## config.mk

```make
export PLATFORM = sky130hd
export DESIGN_NAME = sync_word_message_deframer
export DESIGN_NICKNAME = d
export VERILOG_FILES = /design/src/rtl/swmd_pkg.sv /design/src/rtl/swmd_front.sv /design/src/rtl/swmd_queue.sv /design/src/rtl/swmd_back.sv /design/src/rtl/sync_word_message_deframer.sv
export SDC_FILE = /design/constraint.sdc
export NUM_CORES = 1
export LEC_CHECK = 0
export BUFFER_PORTS_ARGS = -buffer_cell sky130_fd_sc_hd__buf_2
export CAP_MARGIN = 10
export CORE_AREA = 2 2 204 206
export DETAILED_ROUTE_END_ITERATION = 7
export DIE_AREA = 0 0 206 208
export SYNTH_ARGS = -nofsm -noshare
export SYNTH_HDL_FRONTEND = slang
export SYNTH_SLANG_ARGS = --single-unit
```

## constraint.sdc

```tcl
create_clock -name clock -period 9 [get_ports clock]
set_input_delay 1.35 -clock clock [delete_from_list [all_inputs] [get_ports clock]]
set_output_delay 1.35 -clock clock [all_outputs]
set_load 0.01 [all_outputs]
```

## src/rtl/swmd_pkg.sv

```systemverilog
// ============================================================================
// Sync word message deframer package
// Shared types and constants for the deframer front end, queue and output stage.
// ============================================================================
package swmd_pkg;

   // Parse phase of the header state machine.
   typedef enum logic [1:0] {
      PH_SYNC    = 2'd0,
      PH_HDR     = 2'd1,
      PH_PAYLOAD = 2'd2,
      PH_HUNT    = 2'd3
   } phase_type;

   // Result kind codes as they appear on the result channel.
   typedef enum logic [1:0] {
      KIND_DATA     = 2'd0,
      KIND_EMPTY    = 2'd1,
      KIND_BAD_SYNC = 2'd2,
      KIND_TOO_LONG = 2'd3
   } kind_type;

   // Configuration register indexes.
   localparam logic CSR_SYNC_WORD   = 1'b0;
   localparam logic CSR_MAX_PAYLOAD = 1'b1;

   // Header layout: sync word, message id and length, four bytes each.
   localparam int HEADER_BYTES = 4 + 4 + 4;
   localparam logic [3:0] SYNC_LAST_COUNT = 4'd3;
   localparam logic [3:0] ID_END_COUNT    = 4'd8;
   localparam logic [3:0] HDR_LAST_COUNT  = 4'(HEADER_BYTES - 1);
   localparam logic [3:0] HUNT_COUNT      = 4'd4;

   // Result queue between the front end and the output stage.
   localparam int QUEUE_DEPTH = 4;
   localparam int QUEUE_PTR_W = $clog2(QUEUE_DEPTH);
   localparam int QUEUE_CNT_W = $clog2(QUEUE_DEPTH + 1);

   // One result as it travels from the front end to the output stage.
   typedef struct packed {
      kind_type    kind;
      logic [31:0] message_id;
      logic [7:0]  payload_byte;
      logic        first_byte;
      logic        last_byte;
   } result_type;

endpackage

```

## src/rtl/swmd_front.sv

```systemverilog
// ============================================================================
// Deframer front end
// Holds the configuration registers, parses the header byte by byte, hunts for
// the sync word after an error and classifies the bytes into results.
// ============================================================================
module swmd_front import swmd_pkg::*; (
   input  logic        clock,
   input  logic        reset,
   input  logic        req_tvalid,
   output logic        req_tready,
   input  logic [7:0]  req_tdata,
   input  logic        csr_we,
   input  logic        csr_addr,
   input  logic [31:0] csr_wdata,
   output logic        push_valid,
   output result_type  push_item,
   input  logic        push_ready
);

   logic [31:0] sync_word_ff;
   logic [30:0] max_len_ff;

   phase_type   phase_ff, phase_in;
   logic [31:0] window_ff, window_in;
   logic [3:0]  count_ff, count_in;
   logic [31:0] id_ff, id_in;
   logic [31:0] len_ff, len_in;
   logic [30:0] rem_ff, rem_in;

   logic        accept;
   logic [31:0] window_shift;
   logic [31:0] id_shift;
   logic [31:0] len_shift;
   logic        sync_match;
   logic        len_too_big;
   logic        len_zero;

   assign req_tready   = push_ready;
   assign accept       = req_tvalid && push_ready;
   assign window_shift = {window_ff[23:0], req_tdata};
   assign id_shift     = {id_ff[23:0], req_tdata};
   assign len_shift    = {len_ff[23:0], req_tdata};
   assign sync_match   = (window_shift == sync_word_ff);
   assign len_too_big  = (len_shift > {1'b0, max_len_ff});
   assign len_zero     = (len_shift == '0);

   // Configuration registers.
   always_ff @(posedge clock) begin
      if (reset) begin
         sync_word_ff <= '0;
         max_len_ff   <= '1;
      end else if (csr_we) begin
         unique case (csr_addr)
            CSR_SYNC_WORD:   sync_word_ff <= csr_wdata;
            CSR_MAX_PAYLOAD: max_len_ff   <= csr_wdata[30:0];
            default:         sync_word_ff <= sync_word_ff;
         endcase
      end
   end

   // Next phase.
   always_comb begin
      phase_in = phase_ff;
      if (accept) begin
         unique case (phase_ff)
            PH_SYNC: begin
               if (count_ff == SYNC_LAST_COUNT) begin
                  phase_in = sync_match ? PH_HDR : PH_HUNT;
               end
            end
            PH_HUNT: begin
               if (sync_match) begin
                  phase_in = PH_HDR;
               end
            end
            PH_HDR: begin
               if (count_ff == HDR_LAST_COUNT) begin
                  if (len_too_big) begin
                     phase_in = PH_HUNT;
                  end else if (len_zero) begin
                     phase_in = PH_SYNC;
                  end else begin
                     phase_in = PH_PAYLOAD;
                  end
               end
            end
            PH_PAYLOAD: begin
               if (rem_ff <= 31'd1) begin
                  phase_in = PH_SYNC;
               end
            end
            default: phase_in = PH_SYNC;
         endcase
      end
   end

   // Datapath updates and result classification.
   always_comb begin
      window_in  = window_ff;
      count_in   = count_ff;
      id_in      = id_ff;
      len_in     = len_ff;
      rem_in     = rem_ff;
      push_valid = 1'b0;
      push_item  = '{kind: KIND_DATA, message_id: id_ff, payload_byte: 8'd0,
                     first_byte: 1'b0, last_byte: 1'b0};
      if (accept) begin
         unique case (phase_ff)
            PH_SYNC: begin
               window_in = window_shift;
               count_in  = count_ff + 4'd1;
               if (count_ff == SYNC_LAST_COUNT && !sync_match) begin
                  count_in             = '0;
                  push_valid           = 1'b1;
                  push_item.kind       = KIND_BAD_SYNC;
                  push_item.message_id = '0;
               end
            end
            PH_HUNT: begin
               window_in = window_shift;
               if (sync_match) begin
                  count_in = HUNT_COUNT;
               end
            end
            PH_HDR: begin
               window_in = window_shift;
               count_in  = count_ff + 4'd1;
               if (count_ff < ID_END_COUNT) begin
                  id_in = id_shift;
               end else begin
                  len_in = len_shift;
               end
               if (count_ff == HDR_LAST_COUNT) begin
                  count_in = '0;
                  rem_in   = len_shift[30:0];
                  if (len_too_big) begin
                     push_valid     = 1'b1;
                     push_item.kind = KIND_TOO_LONG;
                  end else if (len_zero) begin
                     push_valid          = 1'b1;
                     push_item.kind      = KIND_EMPTY;
                     push_item.last_byte = 1'b1;
                  end
               end
            end
            PH_PAYLOAD: begin
               push_valid             = 1'b1;
               push_item.payload_byte = req_tdata;
               push_item.first_byte   = ({1'b0, rem_ff} == len_ff);
               push_item.last_byte    = (rem_ff <= 31'd1);
               if (rem_ff != '0) begin
                  rem_in = rem_ff - 31'd1;
               end
               if (rem_ff <= 31'd1) begin
                  count_in = '0;
               end
            end
            default: count_in = '0;
         endcase
      end
   end

   always_ff @(posedge clock) begin
      if (reset) begin
         phase_ff  <= PH_SYNC;
         window_ff <= '0;
         count_ff  <= '0;
         id_ff     <= '0;
         len_ff    <= '0;
         rem_ff    <= '0;
      end else begin
         phase_ff  <= phase_in;
         window_ff <= window_in;
         count_ff  <= count_in;
         id_ff     <= id_in;
         len_ff    <= len_in;
         rem_ff    <= rem_in;
      end
   end

   // A payload phase always has bytes left to take.
   a_payload_nonzero: assert property (@(posedge clock) disable iff (reset)
      phase_ff == PH_PAYLOAD |-> rem_ff != '0)
      else $error("payload phase with no bytes remaining");

   // A bad sync word always starts the hunt.
   a_bad_sync_hunts: assert property (@(posedge clock) disable iff (reset)
      push_valid && push_item.kind == KIND_BAD_SYNC |=> phase_ff == PH_HUNT)
      else $error("bad sync result without entering hunt");

   // The header count is parked at zero while hunting.
   a_hunt_count_zero: assert property (@(posedge clock) disable iff (reset)
      phase_ff == PH_HUNT |-> count_ff == '0)
      else $error("header count not cleared during hunt");

endmodule

```

## src/rtl/swmd_queue.sv

```systemverilog
// ============================================================================
// Deframer result queue
// Short FIFO that lets the front end and the output stage stall independently.
// ============================================================================
module swmd_queue import swmd_pkg::*; (
   input  logic       clock,
   input  logic       reset,
   input  logic       push_valid,
   input  result_type push_item,
   output logic       push_ready,
   output logic       pop_valid,
   output result_type pop_item,
   input  logic       pop_ready
);

   localparam logic [QUEUE_CNT_W-1:0] QueueFull = QUEUE_CNT_W'(QUEUE_DEPTH);
   localparam logic [QUEUE_PTR_W-1:0] PtrStep   = QUEUE_PTR_W'(1);
   localparam logic [QUEUE_CNT_W-1:0] CntStep   = QUEUE_CNT_W'(1);

   result_type             entry_ff [QUEUE_DEPTH];
   logic [QUEUE_PTR_W-1:0] wr_ptr_ff, wr_ptr_in;
   logic [QUEUE_PTR_W-1:0] rd_ptr_ff, rd_ptr_in;
   logic [QUEUE_CNT_W-1:0] count_ff, count_in;
   logic                   do_push;
   logic                   do_pop;

   assign push_ready = (count_ff != QueueFull);
   assign pop_valid  = (count_ff != '0);
   assign pop_item   = entry_ff[rd_ptr_ff];
   assign do_push    = push_valid && push_ready;
   assign do_pop     = pop_valid && pop_ready;

   always_comb begin
      wr_ptr_in = do_push ? wr_ptr_ff + PtrStep : wr_ptr_ff;
      rd_ptr_in = do_pop ? rd_ptr_ff + PtrStep : rd_ptr_ff;
      count_in  = count_ff;
      if (do_push && !do_pop) begin
         count_in = count_ff + CntStep;
      end else if (do_pop && !do_push) begin
         count_in = count_ff - CntStep;
      end
   end

   always_ff @(posedge clock) begin
      if (reset) begin
         wr_ptr_ff <= '0;
         rd_ptr_ff <= '0;
         count_ff  <= '0;
      end else begin
         wr_ptr_ff <= wr_ptr_in;
         rd_ptr_ff <= rd_ptr_in;
         count_ff  <= count_in;
      end
   end

   always_ff @(posedge clock) begin
      if (do_push) begin
         entry_ff[wr_ptr_ff] <= push_item;
      end
   end

   a_count_bound: assert property (@(posedge clock) disable iff (reset)
      count_ff <= QueueFull)
      else $error("queue count beyond depth");

   // Pointers and count stay consistent: equal pointers mean empty or full.
   a_ptr_count: assert property (@(posedge clock) disable iff (reset)
      wr_ptr_ff == rd_ptr_ff |-> (count_ff == '0 || count_ff == QueueFull))
      else $error("queue pointers disagree with count");

   a_no_push_when_full: assert property (@(posedge clock) disable iff (reset)
      count_ff == QueueFull && !do_pop |=> count_ff == QueueFull)
      else $error("full queue lost an entry");

endmodule

```

## src/rtl/swmd_back.sv

```systemverilog
// ============================================================================
// Deframer output stage
// Registers the head of the result queue onto the result channel and holds it
// until the receiver takes it.
// ============================================================================
module swmd_back import swmd_pkg::*; (
   input  logic        clock,
   input  logic        reset,
   input  logic        pop_valid,
   input  result_type  pop_item,
   output logic        pop_ready,
   output logic        rsp_tvalid,
   input  logic        rsp_tready,
   output logic [39:0] rsp_tdata,
   output logic [2:0]  rsp_tuser,
   output logic        rsp_tlast
);

   logic       valid_ff, valid_in;
   result_type item_ff;
   logic       load;

   assign load      = !valid_ff || rsp_tready;
   assign pop_ready = load;

   always_comb begin
      valid_in = valid_ff;
      if (load) begin
         valid_in = pop_valid;
      end
   end

   always_ff @(posedge clock) begin
      if (reset) begin
         valid_ff <= 1'b0;
      end else begin
         valid_ff <= valid_in;
      end
   end

   always_ff @(posedge clock) begin
      if (load && pop_valid) begin
         item_ff <= pop_item;
      end
   end

   // Payload byte is forced to zero on anything but a data result.
   assign rsp_tvalid = valid_ff;
   assign rsp_tdata  = {(item_ff.kind == KIND_DATA) ? item_ff.payload_byte : 8'd0,
                        item_ff.message_id};
   assign rsp_tuser  = {item_ff.first_byte, item_ff.kind};
   assign rsp_tlast  = item_ff.last_byte;

endmodule

```

## src/rtl/sync_word_message_deframer.sv

```systemverilog
// ============================================================================
// Sync word message deframer
// Splits a byte stream into sync-word framed, length-prefixed messages.
// ============================================================================
// The request channel takes one received byte per word. Each message is a
// 12-byte big-endian header (sync word, message id, payload length) followed
// by the payload. Every payload byte comes out as one result word tagged with
// the message id and first/last marks. A zero-length message yields one empty
// result; a bad sync word or an oversized length yields one error result, after
// which the block hunts byte by byte for the sync word. Header and hunt bytes
// that end no check produce no result.
// Throughput is one byte per cycle while the queue is not full; the header state
// machine advances on every accepted byte. Each result is written into the queue
// when its byte is accepted and is then loaded from the queue into the output
// register, which holds it on the result channel until the receiver takes it. The
// four queue entries plus the output register hold five results while the
// receiver stalls; the request side is backpressured only when the queue is full.
// Reset clears the parser to wait for a sync word, sets sync_word to zero and
// max_payload_length to its largest value, and empties the queue. The csr port
// writes register 0 (sync word) or 1 (maximum payload length).
// ============================================================================
module sync_word_message_deframer import swmd_pkg::*; (
   input  logic        clock,
   input  logic        reset,
   // Request channel. tdata: in_byte[7:0].
   input  logic        req_tvalid,
   output logic        req_tready,
   input  logic [7:0]  req_tdata,
   // Response channel.
   output logic        rsp_tvalid,
   input  logic        rsp_tready,
   output logic [39:0] rsp_tdata,   // message_id[31:0], payload_byte[39:32]
   output logic [2:0]  rsp_tuser,   // kind[1:0], first_byte[2]
   output logic        rsp_tlast,   // last_byte
   // Configuration write port.
   input  logic        csr_we,
   input  logic        csr_addr,
   input  logic [31:0] csr_wdata
);

   logic       push_valid;
   logic       push_ready;
   result_type push_item;
   logic       pop_valid;
   logic       pop_ready;
   result_type pop_item;

   // Front end: configuration, header parsing and classification.
   swmd_front u_front (
      .clock      (clock),
      .reset      (reset),
      .req_tvalid (req_tvalid),
      .req_tready (req_tready),
      .req_tdata  (req_tdata),
      .csr_we     (csr_we),
      .csr_addr   (csr_addr),
      .csr_wdata  (csr_wdata),
      .push_valid (push_valid),
      .push_item  (push_item),
      .push_ready (push_ready)
   );

   // Result queue decouples the parser from response-side stalls.
   swmd_queue u_queue (
      .clock      (clock),
      .reset      (reset),
      .push_valid (push_valid),
      .push_item  (push_item),
      .push_ready (push_ready),
      .pop_valid  (pop_valid),
      .pop_item   (pop_item),
      .pop_ready  (pop_ready)
   );

   // Output register on the response channel.
   swmd_back u_back (
      .clock      (clock),
      .reset      (reset),
      .pop_valid  (pop_valid),
      .pop_item   (pop_item),
      .pop_ready  (pop_ready),
      .rsp_tvalid (rsp_tvalid),
      .rsp_tready (rsp_tready),
      .rsp_tdata  (rsp_tdata),
      .rsp_tuser  (rsp_tuser),
      .rsp_tlast  (rsp_tlast)
   );

endmodule
```

### Yosys cells after proc, flatten, opt, wreduce, memory -nomap -nowiden

Memory sizes are Yosys's and may differ from the RTL's. A register that Yosys moved wholly into a read port is not among the register bits.
Index checks and enable logic that the tools add are counted.

* output and inout port bits: 46
* memories kept: 1
* flip-flop bits (word level): 196
* logic and storage cells: 102
* RAM bits: 176
* input bits: 46

* magnitude comparators: 3
* reductions and logical operators: 27
* mux-type cells: 38
* bitwise logic cells: 2
* eq/ne operators: 13
* add/subtract/negate cells: 6

Memory list
* u_queue.entry_ff: words 4, width 44, read ports 1, clocked after memory_dff 1, write ports 1, RTL line swmd_queue.sv:20 `result_type entry_ff [QUEUE_DEPTH];`

Operators by type and width (number)
* 2-to-1 mux 31 bit: 2
* case mux 31 bit (2 select lines): 1
* 2-to-1 mux 44 bit: 1
* 2-to-1 mux 34 bit: 1
* == test 31 x 32 -> 1 bit: 1
* == test 32 bit: 1
* greater-than comparator 32 x 31 -> 1 bit: 1
* logical NOT 32 bit: 1
* 2-to-1 mux 32 bit: 1
* less-or-equal comparator 31 x 1 -> 1 bit, second input constant: 1
* nonzero test 31 bit: 1
* subtractor 31 x 1 -> 31 bit, second input constant: 1
* 2-to-1 mux 2 bit: 9
* 2-to-1 mux 4 bit: 4
* case mux 4 bit (4 select lines): 1
* 2-to-1 mux 1 bit: 10
* inequality test 2 x 1 -> 1 bit, second input constant: 5
* 2-to-1 mux 9 bit: 1
* AND reduction 3 bit: 3
* 2-to-1 mux 8 bit: 1
* case mux 2 bit (4 select lines): 1
* logical AND 1 bit: 6
* 2-to-1 mux 3 bit: 2
* AND reduction 2 bit: 3
* 22 further kinds: 30

### Depth between registers and ports, before layout

Gate-level depths: netlist of run 1.

* depth in word-level cells: 11
* depth in mapped cells: 15
* depth with buffers taken out: 14

### Modules after synthesis

Synthesis of run 1 repeated with hierarchy kept, for this count alone.

* cells, all modules: 1633
* area total of the unflattened synthesis: 18088.6 sq um

By module, submodules not included
* swmd_front: times used 1, cells each 1262, area an instance 9526.6 sq um
* swmd_queue: times used 1, cells each 278, area an instance 6872.8 sq um
* swmd_back: times used 1, cells each 93, area an instance 1689.1 sq um

### Worst setup path after synthesis of run 1

Ideal clock, no wire load.

* path type: input to register
* start point: in rsp_tready
* end point: reg u_queue.count_ff[2]
* path slack: 4.053 ns
* data arrival time: 4.877 ns
* buffers on the path: 0
* stages: 9
* required time: 8.930 ns
* library setup time: 0.070 ns
* path through: inv_1 > a21oi_1 > inv_1 > ha_1 > inv_1 > fa_1 > xor2_1 > or3_1 > a21oi_1

* longest elaborated chain between the ends: 5

Ends and longest elaborated chain
* start, declared: RTL line sync_word_message_deframer.sv:31 `input logic rsp_tready,`
* logical OR 1 bit *: RTL line swmd_back.sv:23 `assign load = !valid_ff || rsp_tready;`
* logical AND 1 bit *: RTL line swmd_queue.sv:31 `assign do_pop = pop_valid && pop_ready;`
* named net u_queue.do_pop: RTL line swmd_queue.sv:25 `logic do_pop;`
* logical NOT 1 bit: RTL line swmd_queue.sv:37 `if (do_push && !do_pop) begin`
* logical AND 1 bit: RTL line swmd_queue.sv:37
* 2-to-1 mux 3 bit or nonzero test 2 bit (tied branches)
* end signal, assigned: RTL line swmd_queue.sv:52 `count_ff <= count_in;`
* end, declared: RTL line swmd_queue.sv:23 `logic [QUEUE_CNT_W-1:0] count_ff, count_in;`

The timed path passes the listed nets; every way through them passes the cells marked *.
A chain may end at the register's enable or synchronous reset.

### Worst setup path in the final report of run 1

* start point: in req_tdata[7]
* end point: reg u_queue.count_ff[2]

* longest elaborated chain between the ends: 10

Ends and longest elaborated chain
* start, declared: RTL line sync_word_message_deframer.sv:28 `input logic [7:0] req_tdata,`
* branches (longest 4 deep; another with greater-than comparator 32 x 31 -> 1 bit)
* case mux 1 bit (3 select lines) *: RTL line swmd_front.sv:108 `unique case (phase_ff)`
* 2-to-1 mux 1 bit *: RTL line swmd_front.sv:107 `if (accept) begin`
* logical AND 1 bit *: RTL line swmd_queue.sv:30 `assign do_push = push_valid && push_ready;`
* named net u_queue.do_push: RTL line swmd_queue.sv:24 `logic do_push;`
* logical NOT 1 bit: RTL line swmd_queue.sv:39 `end else if (do_pop && !do_push) begin`
* logical AND 1 bit: RTL line swmd_queue.sv:39
* nonzero test 2 bit (no line)

Mark *: on every way through the listed nets, which the timed path passes.

==> qor.yml, run 1 <==
status: "finished, final reports clean"
min_to: "u_front.id_ff[31]"
dr.pass1.iters: 5
synthFlopType: "edfxtp_1"
grt_start_max_net_pins: 109
yosysSeqAreaShare_pct: 58.4
drt_iter0_drc: 877
worstReg2RegEnd: "u_queue.count_ff[2]"
regToRegStartpoint: "u_front.len_ff[21]"
ant_nets: 0
synth_top_cell_by_area: "edfxtp_1"
critPathCaptureType: "flip-flop"
layout.nets: 1696
port_buffers: 91
gp_congestion: 0.879
reg2regPathDepth: 13
drive_gt1_share_pct: 15.0
skew_ns: 0.0122
fmax_mhz: 241
grtUsageTotal_pct: 19.9
setup_viol: 0
p_leak_nw: 7.83
post-route-period-util_pct: 46.2
antenna_cells: 0
grt-ovfl-total: 0
grt_pass1_vias: 12000
avgRoutedWirePerCell_um: 19.3
die_w_um: 206
rsz0062_at_grt: "no"
cts_made_buffers: 44
cts_max_level: 2
synth_area_sq_um: 18000
vdd_ir_drop_max_mv: 0.136
avgViaCountPerCell: 5.51
synth_nets: 1675
synth_top_area_share_pct: 36.6
path_class: "in2reg"
cts_buffer_depth: 3
dieArea_sq_um: 42800
root_buffer: "clkbuf_16"
rrSetupSlack_ns: 5.07
grt_first_pass_wirelength_mm: 67.1
crit_start: "req_tdata[7]"
postSynth.asyncResetShare_pct: 0
holdPathStages: 2
cts_resized: 0
wl_mm: 42.0
die_h_um: 208
areaGrowthSynthToFinish_pct: 11.8
power_density_nw_per_um2: 268
tightest_slew_ns: 1.14
holdCritStartpoint: "u_front.id_ff[31]"
hpwlAfterDp_mm: 26.5
ys_seq_elements: 416
fin_crit_ns: 4.16
clk_latency_ns: 0.56
slew_headroom_pct: 24.1
synth_cell_types: 62
dp_cells: 2092
synth_edf_count: 220
pin_count: 92
core_area_sq_um: 40600
hold_class: "reg2reg"
syn_avg_cell_area_sq_um: 11.4
start_util_pct: 44.5
synth_cells: 1585
cp_slowest_cell: "a21oi_1"
cts_tree: "yes"
cts_sinks: 416
path_cells: "buf_2, ha_1, nand2_1, nor4_1, a21boi_0, nor3_1, o21a_1, a21oi_1, ha_1, inv_1, fa_1, xor2_1, or3_1, a21oi_1"
yosysWarnings: 0
hold_viol: 0
holdWs_ns: 0.450
cp-start-kind: "input port"
post-cts-setup-buffer-count: 0
row_count: 74
antenna_found_initial: 0
fin_setup_tns_ns: 0
ctsHoldBuffers: 0
slew_violations: 0
synth_area_leaders: "edfxtp_1 (37%), dfxtp_1 (22%), mux4_2 (5.5%)"
cpPeakStageDelay_ns: 0.46
crit_fanout: 8
fin_cells: 2174
cp.arrival_ns: 4.64
cap_violations: 0
required_ns: 9.48
drc: 0
clkTransAtPathRegs_ns: 0.06
vias: 12000
## worst max-delay path: cells and delay by family
family / cells / cell delay (ns)
AO/OA/AOI/OAI: 4 / 1.04
adder cells (fa/ha/maj): 3 / 0.99
AND/OR/NAND/NOR: 4 / 0.84
buffers and inverters: 2 / 0.23
XOR/XNOR: 1 / 0.17
## cells in the mapped netlist, drive strengths merged (13+ instances only)
library cell,instances
nand2,256
edfxtp,220
dfxtp,196
a21oi,145
clkbuf,82
nor2,69
xor2,66
buf,49
and2,46
inv,45
mux4,44
ha,43
and3,40
a211o,33
o21ai,33
nor4,32
mux2i,28
nand4,23
nor3,20
a211oi,16
nand3,13
## per-layer routing
layer | up-vias | GRT usage, % | routed length [um]
met3 | 74 | 2.62 | 1940
met4 | 0 | 6.43 | 1120
li1 | 5719 | - | -
met1 | 5868 | 26.5 | 18600
met2 | 322 | 33.7 | 20400
met5 | - | 0 | 0
## placed cells by master, fill, tap and decap left out, types with 16 or more instances in the layout
master     Yosys  layout
nor3_1        17      17
nand4_1       23      23
buf_2          5      90
mux2i_1       28      28
dfxtp_1      196     194
clkbuf_16      0      45
nor4_1        30      30
nand2_1      255     255
a211oi_1      16      16
and3_1        40      40
nor2_1        69      66
mux4_2        44      44
inv_1         45      45
o21ai_0       32      32
a211o_1       33      33
and2_1        46      42
edfxtp_1     220     220
xor2_1        66      66
a21oi_1      144     143
ha_1          43      42
## metrics by stage
| step | utilization, % | cell area, sq um | total power [mW] | setup slack [ns] |
|---|---|---|---|---|
| floorplan | - | 18000 | 3.34 | 4.05 |
| global placement | 46.1 | 18700 | 3.63 | 4.33 |
| detailed placement | 46.1 | 18700 | 3.64 | 4.25 |
| CTS | 49.7 | 20200 | 5.47 | 4.84 |
| global route | 49.7 | 20200 | 5.69 | 4.54 |
| finish | 49.7 | 20200 | 5.41 | 4.84 |
## sequential cells by signal (all words and copies together), names as in the netlist, 24 cells and up
register              cells
u_front.rem_ff           31
u_front.window_ff        24
u_front.id_ff            32
u_front.sync_word_ff     32
u_front.max_len_ff       31
u_queue.entry_ff        176
u_back.rsp_tdata         32
u_front.len_ff           32
## layout make-up
type / instances / area [sq um]
Timing Repair Buffer: 106 / 574
Inverter: 46 / 173
Tap cell: 532 / 666
Sequential cell: 416 / 10500
Fill cell: 3664 / 20400
Clock inverter: 16 / 205
Multi-Input combinational cell: 992 / 6730
Clock buffer: 66 / 1270
## logic make-up after synthesis
| group | after synthesis | synth area share, % |
|---|---|---|
| buf+inv | 177 | 4.49 |
| flops | 416 | 58.4 |
| xor+xnor | 67 | 3.25 |
| fa+ha+maj | 44 | 3.09 |
| mux | 73 | 7.11 |
| compound gates | 279 | 9.66 |
| simple gates | 529 | 14.0 |
## power breakdown
part | internal (mW) | leakage (nW) | switching (mW) | total [mW]
logic | 0.480 | 3.46 | 0.768 | 1.25
clock network | 1.07 | 0.710 | 0.747 | 1.82
registers | 2.20 | 3.67 | 0.140 | 2.34
total | 3.76 | 7.83 | 1.65 | 5.41
## how the worst max path moves through the flow
| stage | end | slack, ns | depth (start not counted) |
|---|---|---|---|
| after global placement | u_queue.count_ff[2] | 4.33 | 14 |
| after floorplan | u_queue.count_ff[2] | 4.05 | 9 |
| final | u_queue.count_ff[2] | 4.84 | 14 |
| after CTS | u_queue.count_ff[2] | 4.84 | 14 |
| after global routing | u_queue.count_ff[2] | 4.54 | 14 |
| after detailed placement | u_queue.count_ff[2] | 4.25 | 14 |
Note: power is estimated with default switching activity, not from simulation.
==> inputs of run 2 (changes only) <==
==> constraint.sdc (replaced) <==
create_clock -name clock -period 3.75 [get_ports clock]
set_input_delay 0.5625 -clock clock [delete_from_list [all_inputs] [get_ports clock]]
set_output_delay 0.5625 -clock clock [all_outputs]
set_load 0.01 [all_outputs]
==> qor.yml, run 2 (synthesized netlist as in run 1, its figures left out) <==
areaGrowthSynthToFinish_pct: 13.9
p_leak_nw: 8.08
max_flop_register: "u_queue.entry_ff"
cts_max_level: 2
rsz0062_at_grt: "no"
p_total_mw: 13.1
tightest_slew_ns: 0.984
path_class: "reg2reg"
crit_fanout: 3
largest_reg_flops: 176
dp_cells: 2129
vias: 12000
required_ns: 4.23
start_util_pct: 44.5
grt-ovfl-total: 0
vdd_ir_drop_max_mv: 0.286
avgRoutedWirePerCell_um: 19.3
drt_iter0_drc: 808
root_buffer: "clkbuf_16"
fin_cells: 2211
grt_start_max_net_pins: 118
port_buffers: 91
fin_crit_ns: 3.36
layout.nets: 1734
gp_congestion: 0.855
core_area_sq_um: 40600
wl_mm: 42.6
drive_gt1_share_pct: 16.9
cts_sinks: 416
avgViaCountPerCell: 5.41
slew_violations: 0
slew_headroom_pct: 34.4
grtUsageTotal_pct: 20.2
critPathCaptureType: "flip-flop"
post-cts-setup-buffer-count: 0
ctsHoldBuffers: 0
grt_pass1_vias: 12000
cp.arrival_ns: 3.84
post-route-period-util_pct: 89.7
skew_ns: 0.0149
cts_tree: "yes"
setup_viol: 0
holdWs_ns: 0.244
fmax_mhz: 297
status: "finished, final reports clean"
dr.pass1.iters: 5
antenna_cells: 0
postLayoutCellArea_sq_um: 20600
dieArea_sq_um: 42800
antenna_found_initial: 0
ant_nets: 0
most-common-layout-cells: "nand2_1 (255), edfxtp_1 (220), dfxtp_1 (194)"
row_count: 74
cts_buffer_depth: 3
cp-start-kind: "flip-flop"
power_density_nw_per_um2: 639
drc: 0
grt_first_pass_wirelength_mm: 67.9
mostFrequentLayoutCell: "nand2_1"
fin_setup_tns_ns: 0
cap_violations: 0
hold_class: "in2reg"
hold_viol: 0
dpl-instance-area_sq_um: 19000
die_w_um: 206
clk_latency_ns: 0.56
cts_resized: 0
pin_count: 92
hpwlAfterDp_mm: 27.7
die_h_um: 208
clkTransAtPathRegs_ns: 0.06
cts_made_buffers: 45
[run 2: metrics by stage]
stage          util, %  worst slack (ns)
2_1_floorplan        -             0.210
4_1_cts           50.7             0.225
5_1_grt           50.7            0.0853
3_5_place_dp      46.9             0.112
3_3_place_gp      46.9             0.172
6_report          50.7             0.387
[run 2: power breakdown]
group	internal (mW)	total (mW)	switching (mW)
registers	5.28	5.64	0.358
logic	1.18	3.02	1.83
clock network	2.69	4.46	1.78
total	9.16	13.1	3.97
[run 2: routing by layer]
layer	global-route usage [%]	part of all wire [%]	up-vias
li1	-	-	5788
met1	26.7	44	5858
met2	34.4	50	257
met3	2.98	4.5	58
met4	6.03	2.0	0
met5	0	0	-
[run 2: cell type report]
class,count,area [sq um]
Fill cell,3590,20000
Timing Repair Buffer,143,927
Clock buffer,68,1350
Tap cell,532,666
Clock inverter,14,170
Sequential cell,416,10500
Multi-Input combinational cell,992,6740
Inverter,46,173
[run 2: critical path: stages, from the launching register on]
cell and delay, ns:
dfxtp_1 0.34, inv_1 0.05, ha_1 0.27, nand3_1 0.09
nor3_1 0.50, and3_1 0.24, o21ai_0 0.12, o21a_1 0.20
a21oi_2 0.20, ha_1 0.22, inv_1 0.06, fa_1 0.38
xor2_1 0.17, or3_1 0.30, a21oi_1 0.14
[run 2: final timing paths]
| kind | startpoint | to | slack (ns) | cells after the start |
|---|---|---|---|---|
| setup reg to reg | u_front.max_len_ff[28] | u_queue.count_ff[2] | 0.39 | 14 |
| hold / removal | csr_wdata[31] | u_front.sync_word_ff[31] | 0.24 | 3 |
| setup / recovery | u_front.max_len_ff[28] | u_queue.count_ff[2] | 0.39 | 14 |
| hold reg to reg | u_front.id_ff[27] | u_front.id_ff[27] | 0.45 | 2 |
